===== src/sv/orientation_gated_hit_classifier_top_macros.svh =====
// Assertion macros for the orientation gated hit classifier.
`ifndef ORIENTATION_GATED_HIT_CLASSIFIER_TOP_MACROS_SVH
`define ORIENTATION_GATED_HIT_CLASSIFIER_TOP_MACROS_SVH
`ifndef ASSERT_OFF
`define OGHC_ASSERT(lbl, ck, rs, prop, msg) \
  lbl: assert property (@(posedge ck) disable iff (rs) prop) else $error(msg);
`define OGHC_ASSERT_NR(lbl, ck, prop, msg) \
  lbl: assert property (@(posedge ck) prop) else $error(msg);
`else
`define OGHC_ASSERT(lbl, ck, rs, prop, msg)
`define OGHC_ASSERT_NR(lbl, ck, prop, msg)
`endif
`endif


===== src/sv/oghc_pkg.sv =====
// Shared constants, widths and the CORDIC angle table.
package oghc_pkg;

  localparam int ANGLE_FRAC_BITS = 6;
  localparam int CORDIC_STEPS    = 16;
  localparam int TABLE_LEN       = 24;
  localparam int NSTEP   = (CORDIC_STEPS < TABLE_LEN) ? CORDIC_STEPS : TABLE_LEN;
  localparam int CNT_W   = $clog2(NSTEP);

  localparam int DW      = 40;            // CORDIC x/y datapath
  localparam int ZW      = 26;            // angle accumulator, Q16 degrees
  localparam int SH      = 16 - ANGLE_FRAC_BITS;
  localparam int UNIT_W  = ANGLE_FRAC_BITS + 10;
  localparam int WRAP_W  = ((ANGLE_FRAC_BITS + 10 > 16) ? ANGLE_FRAC_BITS + 10 : 16) + 2;
  localparam int ISQ_STEPS = 29;

  localparam logic signed [ZW-1:0] Z90 = ZW'(90 * 65536);
  localparam logic signed [WRAP_W-1:0] FULL = WRAP_W'(360 << ANGLE_FRAC_BITS);
  localparam logic signed [WRAP_W-1:0] Y20  = WRAP_W'(20 << ANGLE_FRAC_BITS);
  localparam logic signed [WRAP_W-1:0] Y120 = WRAP_W'(120 << ANGLE_FRAC_BITS);
  localparam logic signed [WRAP_W-1:0] Y200 = WRAP_W'(200 << ANGLE_FRAC_BITS);
  localparam logic signed [WRAP_W-1:0] Y305 = WRAP_W'(305 << ANGLE_FRAC_BITS);
  localparam logic signed [WRAP_W-1:0] Y340 = WRAP_W'(340 << ANGLE_FRAC_BITS);
  localparam logic signed [UNIT_W-1:0] P30  = UNIT_W'(30 << ANGLE_FRAC_BITS);
  localparam logic signed [UNIT_W-1:0] P50  = UNIT_W'(50 << ANGLE_FRAC_BITS);
  localparam logic signed [UNIT_W-1:0] P90  = UNIT_W'(90 << ANGLE_FRAC_BITS);

  localparam logic [1:0] MODE_ORIENT = 2'd0;
  localparam logic [1:0] MODE_GYRO   = 2'd1;

  localparam logic REG_YAW_OFFSET    = 1'b0;
  localparam logic REG_HIT_THRESHOLD = 1'b1;

  localparam logic [2:0] PAD_NONE  = 3'd0;
  localparam logic [2:0] PAD_SNARE = 3'd1;
  localparam logic [2:0] PAD_CRASH = 3'd2;
  localparam logic [2:0] PAD_HTOM  = 3'd3;
  localparam logic [2:0] PAD_RIDE  = 3'd4;
  localparam logic [2:0] PAD_MTOM  = 3'd5;
  localparam logic [2:0] PAD_LTOM  = 3'd6;

  // atan(2^-i) in Q16 degrees
  function automatic logic [21:0] atan_q16(input logic [4:0] idx);
    logic [21:0] v;
    case (idx)
      5'd0:  v = 22'd2949120;
      5'd1:  v = 22'd1740967;
      5'd2:  v = 22'd919879;
      5'd3:  v = 22'd466945;
      5'd4:  v = 22'd234379;
      5'd5:  v = 22'd117304;
      5'd6:  v = 22'd58666;
      5'd7:  v = 22'd29335;
      5'd8:  v = 22'd14668;
      5'd9:  v = 22'd7334;
      5'd10: v = 22'd3667;
      5'd11: v = 22'd1833;
      5'd12: v = 22'd917;
      5'd13: v = 22'd458;
      5'd14: v = 22'd229;
      5'd15: v = 22'd115;
      5'd16: v = 22'd57;
      5'd17: v = 22'd29;
      5'd18: v = 22'd14;
      5'd19: v = 22'd7;
      5'd20: v = 22'd4;
      5'd21: v = 22'd2;
      5'd22: v = 22'd1;
      default: v = 22'd0;
    endcase
    return v;
  endfunction

endpackage


===== src/sv/oghc_cordic.sv =====
// Iterative vectoring CORDIC: atan2(y, x) returned in output angle units.
module oghc_cordic (
  input  logic                          clk,
  input  logic                          rst,
  input  logic                          start,
  input  logic signed [oghc_pkg::DW-1:0] x_in,
  input  logic signed [oghc_pkg::DW-1:0] y_in,
  output logic                          done,
  output logic signed [oghc_pkg::UNIT_W-1:0] units
);
  import oghc_pkg::*;

  logic signed [DW-1:0] x, y, dx, dy;
  logic signed [ZW-1:0] z, zr, at;
  logic [CNT_W-1:0]     cnt;
  logic                 run;

  assign dx = y >>> cnt;
  assign dy = x >>> cnt;
  assign at = ZW'({1'b0, atan_q16(5'(cnt))});
  assign zr = (z + (ZW'(1) <<< (SH - 1))) >>> SH;
  assign units = zr[UNIT_W-1:0];

  always_ff @(posedge clk) begin
    if (rst) begin
      run  <= 1'b0;
      done <= 1'b0;
    end else begin
      done <= 1'b0;
      if (start) begin
        if (x_in == '0 && y_in == '0) begin
          z    <= '0;
          done <= 1'b1;
        end else begin
          run <= 1'b1;
          cnt <= '0;
          if (x_in < 0) begin
            if (y_in >= 0) begin
              x <= y_in;  y <= -x_in; z <= Z90;
            end else begin
              x <= -y_in; y <= x_in;  z <= -Z90;
            end
          end else begin
            x <= x_in; y <= y_in; z <= '0;
          end
        end
      end else if (run) begin
        if (y > 0) begin
          x <= x + dx; y <= y - dy; z <= z + at;
        end else begin
          x <= x - dx; y <= y + dy; z <= z - at;
        end
        if (cnt == CNT_W'(NSTEP - 1)) begin
          run  <= 1'b0;
          done <= 1'b1;
        end else begin
          cnt <= cnt + 1'b1;
        end
      end
    end
  end

endmodule


===== src/sv/orientation_gated_hit_classifier_top.sv =====
// Top level: quaternion to yaw/pitch sequencer, gyro hit detect, zone classify.
//
//  channel | dir | words                         | handshake
//  s_*     | in  | quaternion, gyro or other     | tvalid/tready
//  m_*     | out | one result word per input    | tvalid/tready
//  cfg_*   | in  | yaw_offset, hit_threshold     | write enable only
//
// A gyro or other word goes straight to FIN. An orientation word runs six products
// and a square on one shared multiplier, a bit-per-step square root, two CORDIC
// runs of 16 steps on one shared unit and a yaw wrap. Saturated pitch skips the
// root and first CORDIC run.
// Reset (rst, synchronous) clears state, flags and config to defaults.
// A waiting result in the output register does not block the next input; it holds FIN.
`include "orientation_gated_hit_classifier_top_macros.svh"
module orientation_gated_hit_classifier_top (
  input  logic        clk,
  input  logic        rst,
  input  logic        s_tvalid,
  output logic        s_tready,
  input  logic [79:0] s_tdata,   // q_real, q_i, q_j, q_k, rate_y
  input  logic [1:0]  s_tuser,   // mode
  output logic        m_tvalid,
  input  logic        m_tready,
  output logic [39:0] m_tdata,   // drum, hit_active, yaw_now, pitch_now, zero pad
  input  logic        cfg_we,
  input  logic        cfg_addr,
  input  logic [15:0] cfg_data
);
  import oghc_pkg::*;

  typedef enum logic [3:0] {
    IDLE, MUL, SQ, SQW, ISQ, PST, PWT, YST, YWT, WRAP, FIN
  } state_t;

  state_t state;

  logic [14:0]        yaw_offset;
  logic signed [15:0] hit_threshold;

  logic [1:0]         mode;
  logic signed [15:0] qr, qi, qj, qk, rate;
  logic [2:0]         mcnt;
  logic [4:0]         icnt;

  logic signed [28:0] mul_a, mul_b;
  logic signed [57:0] prod;
  logic signed [33:0] acc_p, acc_y, acc_c, p34;
  logic signed [34:0] sinp, siny, cosy;

  logic [56:0] isq_v, isq_res, isq_one;
  logic [57:0] isq_t;

  logic                      cord_start, cord_done;
  logic signed [DW-1:0]      cord_x, cord_y;
  logic signed [UNIT_W-1:0]  cord_units;

  logic signed [WRAP_W-1:0] wrap_v, held_yaw;
  logic signed [UNIT_W-1:0] held_pitch;
  logic latched, hit_flag;
  logic [2:0] last_drum;

  logic       fire, rearm, hit_n, fast_in;
  logic [2:0] drum_v, zone;

  assign s_tready = (state == IDLE);
  assign fast_in  = s_tvalid && s_tready && (s_tuser != MODE_ORIENT);

  assign sinp = {acc_p, 1'b0};
  assign siny = {acc_y, 1'b0};
  assign cosy = 35'sd268435456 - {acc_c, 1'b0};
  assign p34  = prod[33:0];
  assign isq_t = {1'b0, isq_res} + {1'b0, isq_one};

  always_comb begin
    mul_a = 29'(qr);
    mul_b = 29'(qj);
    if (state == SQ) begin
      mul_a = sinp[28:0];
      mul_b = sinp[28:0];
    end else begin
      case (mcnt)
        3'd1: begin mul_a = 29'(qk); mul_b = 29'(qi); end
        3'd2: begin mul_a = 29'(qr); mul_b = 29'(qk); end
        3'd3: begin mul_a = 29'(qi); mul_b = 29'(qj); end
        3'd4: begin mul_a = 29'(qj); mul_b = 29'(qj); end
        3'd5: begin mul_a = 29'(qk); mul_b = 29'(qk); end
        default: begin mul_a = 29'(qr); mul_b = 29'(qj); end
      endcase
    end
  end

  assign cord_start = (state == PST) || (state == YST);
  assign cord_x = (state == PST) ? DW'(signed'({1'b0, isq_res[28:0]})) : DW'(cosy);
  assign cord_y = (state == PST) ? DW'(sinp) : DW'(siny);

  oghc_cordic u_cordic (
    .clk   (clk),
    .rst   (rst),
    .start (cord_start),
    .x_in  (cord_x),
    .y_in  (cord_y),
    .done  (cord_done),
    .units (cord_units)
  );

  // zones, bounds inclusive, first match wins
  always_comb begin
    if (held_yaw >= Y20 && held_yaw <= Y120)
      zone = PAD_SNARE;
    else if (held_yaw >= Y340 || held_yaw <= Y20)
      zone = (held_pitch > P50) ? PAD_CRASH : PAD_HTOM;
    else if (held_yaw >= Y305 && held_yaw <= Y340)
      zone = (held_pitch > P50) ? PAD_RIDE : PAD_MTOM;
    else if (held_yaw >= Y200 && held_yaw <= Y305)
      zone = (held_pitch > P30) ? PAD_RIDE : PAD_LTOM;
    else
      zone = PAD_NONE;
  end

  assign fire   = (mode == MODE_GYRO) && (rate < hit_threshold) && !latched;
  assign rearm  = (mode == MODE_GYRO) && (rate >= hit_threshold) && latched;
  assign drum_v = fire ? zone : PAD_NONE;
  assign hit_n  = fire ? 1'b1 : (rearm ? 1'b0 : hit_flag);

  always_ff @(posedge clk) begin
    if (rst) begin
      state         <= IDLE;
      m_tvalid      <= 1'b0;
      yaw_offset    <= '0;
      hit_threshold <= -16'sd5000;
      held_yaw      <= '0;
      held_pitch    <= '0;
      latched       <= 1'b0;
      hit_flag      <= 1'b0;
      last_drum     <= PAD_NONE;
    end else begin
      if (cfg_we) begin
        case (cfg_addr)
          REG_YAW_OFFSET:    yaw_offset    <= cfg_data[14:0];
          REG_HIT_THRESHOLD: hit_threshold <= cfg_data;
          default: ;
        endcase
      end
      // FIN reloads the register itself when the word drains
      if (m_tvalid && m_tready && state != FIN)
        m_tvalid <= 1'b0;
      prod <= mul_a * mul_b;

      case (state)
        IDLE: begin
          if (s_tvalid) begin
            mode <= s_tuser;
            qr   <= s_tdata[15:0];
            qi   <= s_tdata[31:16];
            qj   <= s_tdata[47:32];
            qk   <= s_tdata[63:48];
            rate <= s_tdata[79:64];
            mcnt <= '0;
            state <= (s_tuser == MODE_ORIENT) ? MUL : FIN;
          end
        end
        MUL: begin
          // product of pair n is registered in prod and read back at count n+1
          case (mcnt)
            3'd1: acc_p <= p34;
            3'd2: acc_p <= acc_p - p34;
            3'd3: acc_y <= p34;
            3'd4: acc_y <= acc_y + p34;
            3'd5: acc_c <= p34;
            3'd6: acc_c <= acc_c + p34;
            default: ;
          endcase
          if (mcnt == 3'd6)
            state <= SQ;
          else
            mcnt <= mcnt + 1'b1;
        end
        SQ: begin
          if (sinp >= 35'sd268435456) begin
            held_pitch <= P90;
            state <= YST;
          end else if (sinp <= -35'sd268435456) begin
            held_pitch <= -P90;
            state <= YST;
          end else begin
            state <= SQW;
          end
        end
        SQW: begin
          isq_v   <= (57'd1 << 56) - 57'(prod);
          isq_res <= '0;
          isq_one <= 57'd1 << 56;
          icnt    <= '0;
          state   <= ISQ;
        end
        ISQ: begin
          if ({1'b0, isq_v} >= isq_t) begin
            isq_v   <= 57'({1'b0, isq_v} - isq_t);
            isq_res <= (isq_res >> 1) + isq_one;
          end else begin
            isq_res <= isq_res >> 1;
          end
          isq_one <= isq_one >> 2;
          if (icnt == 5'(ISQ_STEPS - 1))
            state <= PST;
          else
            icnt <= icnt + 1'b1;
        end
        PST: state <= PWT;
        PWT: begin
          if (cord_done) begin
            held_pitch <= cord_units;
            state <= YST;
          end
        end
        YST: state <= YWT;
        YWT: begin
          if (cord_done) begin
            wrap_v <= WRAP_W'(cord_units) - WRAP_W'(signed'({1'b0, yaw_offset}));
            state  <= WRAP;
          end
        end
        WRAP: begin
          if (wrap_v < 0)
            wrap_v <= wrap_v + FULL;
          else if (wrap_v >= FULL)
            wrap_v <= wrap_v - FULL;
          else begin
            held_yaw <= wrap_v;
            state <= FIN;
          end
        end
        FIN: begin
          if (!m_tvalid || m_tready) begin
            m_tvalid <= 1'b1;
            m_tdata  <= {7'd0, held_pitch[13:0], held_yaw[14:0], hit_n, drum_v};
            hit_flag <= hit_n;
            if (fire)
              latched <= 1'b1;
            else if (rearm)
              latched <= 1'b0;
            last_drum <= (drum_v != PAD_NONE) ? drum_v : last_drum;
            state <= IDLE;
          end
        end
        default: state <= IDLE;
      endcase
    end
  end

  `OGHC_ASSERT(a_load_from_fin, clk, rst, $rose(m_tvalid) |-> $past(state == FIN), "stray load")
  `OGHC_ASSERT(a_yaw_range, clk, rst, (held_yaw >= 0) && (held_yaw < FULL), "yaw range")
  `OGHC_ASSERT(a_fast_path, clk, rst, fast_in |=> (state == FIN), "slow non-orientation word")
  `OGHC_ASSERT_NR(a_reset, clk, rst |=> (!m_tvalid && state == IDLE && !latched), "reset state")

endmodule


===== config.mk =====
export PLATFORM = sky130hd
export DESIGN_NAME = orientation_gated_hit_classifier_top
export DESIGN_NICKNAME = d
export VERILOG_FILES = /design/src/sv/oghc_pkg.sv /design/src/sv/oghc_cordic.sv /design/src/sv/orientation_gated_hit_classifier_top.sv
export VERILOG_INCLUDE_DIRS = /design/src /design/src/sv
export SDC_FILE = /design/constraint.sdc
export NUM_CORES = 2
export LEC_CHECK = 0
export BUFFER_PORTS_ARGS = -buffer_cell sky130_fd_sc_hd__buf_2
export CAP_MARGIN = 25
export CORE_MARGIN = 2
export CORE_UTILIZATION = 60
export CTS_CLUSTER_DIAMETER = 150
export DETAILED_ROUTE_END_ITERATION = 6
export PLACE_DENSITY_LB_ADDON = 0.15
export SLEW_MARGIN = 20
export SYNTH_ARGS = -nofsm -noshare
export SYNTH_HDL_FRONTEND = slang
export SYNTH_SLANG_ARGS = --single-unit

===== constraint.sdc =====
create_clock -name clk -period 19.63 [get_ports clk]
set_clock_uncertainty 0.2 [all_clocks]
set_input_delay 0.9815 -clock clk [delete_from_list [all_inputs] [get_ports clk]]
set_output_delay 0.9815 -clock clk [all_outputs]
set_load 0.01 [all_outputs]

==> flow_summary_export.csv <==
group,metric,value,unit
outcome,outcome,"complete, but fails checks",
outcome,failed_checks,"design-rule violations",
route,drt_wl_total,272,mm
yosys,synth_seq_cells,649,
global_route,grt_use_total,0.379,
timing,final_max_slew_viol_count,0,
floorplan,io_pins,146,
route,vias,71800,
yosys,async_reset_ff_frac,0,
timing,min_period,12.44,ns
cts,postCtsSetupRepairBufs,0,
place,globalplace.congestion,1.02,
yosys,syn_area,0.0842,mm2
critical_path,cpMaxStageDelayCell,"a221oi_1",
cells_and_area,drive_gt1_frac,0.0687,
cells_and_area,multi_input_comb_area,0.0598,mm2
route,drc,5,
timing,hold_violations,0,
place,io_buffers,138,
timing,fmax,0.0804,GHz
hold_path,hp-class,"input pin to flip-flop",
timing,relSlewSlack,0.248,
route,routedWlPerCell,23.8,um
yosys,yosysSeqAreaShare,0.220,
cts,cts_max_path_buffers,3,
route,via_per_inst,6.27,
yosys,synth_top_area_share,0.214,
floorplan,core,0.139,mm2
timing,setup_viol,0,
cts,cts_resized,0,
cts,root_buffer,"clkbuf_16",
global_route,grt_pass1_wl,416,mm
critical_path,required,19.86,ns
critical_path,path_max_fanout,58,
global_route,grt-ovfl-total,0,
floorplan,start_util,0.605,
route,firstDrtPassIters,7,
cts,clock_sinks,649,
cells_and_area,regArea,0.0185,mm2
route,drt-initial-drc-count,7032,
global_route,grt_pass1_vias,71000,
timing,finalSetupTns,0,ns
timing,rsz0062_at_grt,"false",
critical_path,crit_arrival,12.67,ns
timing,post-route-period-util,0.634,
cells_and_area,most-common-layout-cells,"inv_1, nor2_1, nand2_1, fa_1, a21oi_1",
cells_and_area,final.fill_count,11800,
floorplan,fp.dieArea,0.143,mm2
floorplan,num_rows,137,
global_route,grt_max_degree,90,
yosys,synth-edff-count,553,
cts,clk_pin_slew,0.06,ns
yosys,synthFlopType,"edfxtp_1",
critical_path,crit_type,"flip-flop to flip-flop",
yosys,ys_warn_count,0,
cts,clk_latency,0.73,ns
cells_and_area,area_growth,7.08,%
critical_path,max_stage_delay,0.88,ns
cells_and_area,layout_commonest_cell,"inv_1",
floorplan,dieWidth,379,um
place,hpwl,213,mm
cts,h-tree-depth,3,
timing,worst_pin_slew,1.13,ns
yosys,yosys-top-cells-area,"fa_1, edfxtp_1, ha_1, inv_1, nor2_1",
yosys,synth.distinct_cells,98,
yosys,syn_inst,9522,
critical_path,cp-start-kind,"flip-flop",
cells_and_area,layout.nets,11000,
critical_path,crit_top_cell,"fa_1",
global_route,antenna_found_initial,13,
yosys,syn_area_per_cell,8.85,um2
cts,cts_tree,"yes",
cts,cts_hold_buf,0,
critical_path,end_kind,"flip-flop",
yosys,yosysTopAreaCell,"fa_1",
run,cap_violations,0,
floorplan,die_y,379,um
cts,numCtsBuffers,82,
route,postRouteAntennaNets,0,
critical_path,r2r_setup_slack,7.19,ns
## synth_stat cells, types with 64 or more instances
cell type	n
inv_1	1216
nor2_1	1022
nand2_1	971
fa_1	900
a21oi_1	595
edfxtp_1	553
ha_1	541
o21ai_0	491
xnor2_1	341
clkbuf_1	338
xor2_1	257
a21o_1	206
mux2i_1	146
nor3_1	143
nand3_1	134
a31oi_1	107
a211oi_1	101
dfxtp_1	96
and3_1	91
o21a_1	75
nand4_1	73
nor4_1	73
mux4_2	71
o211ai_1	68
nor2b_1	64
## sequential cells by signal, summed over array words and instances (netlist names), 5 cells and up
name,count
wrap_v,18
rate,16
yaw_offset,15
isq_res,57
acc_c,34
u_cordic.x,40
held_yaw,18
u_cordic.z,26
qk,16
u_cordic.at,22
isq_one,29
held_pitch,16
acc_p,34
hit_threshold,16
isq_v,57
icnt,5
qr,16
qj,16
m_tdata,33
qi,16
u_cordic.y,40
prod,57
acc_y,34
## worst max-delay path, delay by kind of cell (launching register included)
kind	cells	cell delay (ns)
AOI/OAI and AO/OA	9	3.73
adders and majority gates	9	4.47
buffers and inverters	6	0.91
DFF	1	0.67
muxes	1	0.16
and+or+nand+nor	5	1.89
## through the flow
stage / instances / util / worst slack (ns) / hold WS [ns] / cell area (um2)
after floorplan: 9528 / - / 9.65 / 0.206 / 84300
after global placement: 11300 / 0.624 / 7.48 / 0.237 / 86900
after detailed placement: 11300 / 0.625 / 7.21 / 0.242 / 87100
after CTS: 11400 / 0.646 / 7.15 / 0.188 / 90100
after global routing: 11400 / 0.647 / 6.78 / 0.201 / 90200
final: 11400 / 0.647 / 7.19 / 0.228 / 90200
## final timing paths
path                from    endpoint  cells after the start
max             state[1]    prod[51]                     30
min reg2reg  held_yaw[2]  m_tdata[6]                      0
min          s_tdata[42]      qj[10]                      1
max reg2reg     state[1]    prod[51]                     30
## layer usage
layer,wire length [um],vias up,track usage
li1,-,32400,-
met1,104000,35100,0.479
met2,126000,3421,0.617
met3,23900,834,0.0639
met4,18300,4,0.215
met5,27,-,0
## kinds of logic after synthesis
| kind of cell | share of synthesized area |
|---|---|
| AND/OR/NAND/NOR | 0.155 |
| multiplexers | 0.0422 |
| flip-flops | 0.220 |
| adder cells (fa/ha/maj) | 0.294 |
| buffers and inverters | 0.0738 |
| AO/OA/AOI/OAI | 0.152 |
| other | 0.0000445 |
| XOR/XNOR | 0.0627 |
## cell type report
cell class / instances / share of cell area
Multi-Input combinational cell: 7246 / 0.663
Sequential cell: 649 / 0.205
Inverter: 1219 / 0.0508
Timing Repair Buffer: 287 / 0.0215
Clock inverter: 61 / 0.00936
Tap cell: 1876 / 0.0260
Antenna cell: 7 / 0.000194
Clock buffer: 91 / 0.0235
Power is left out: the tool's default activity adds up to more than one toggle a clock period on the data nets, which glitch-free logic cannot reach.
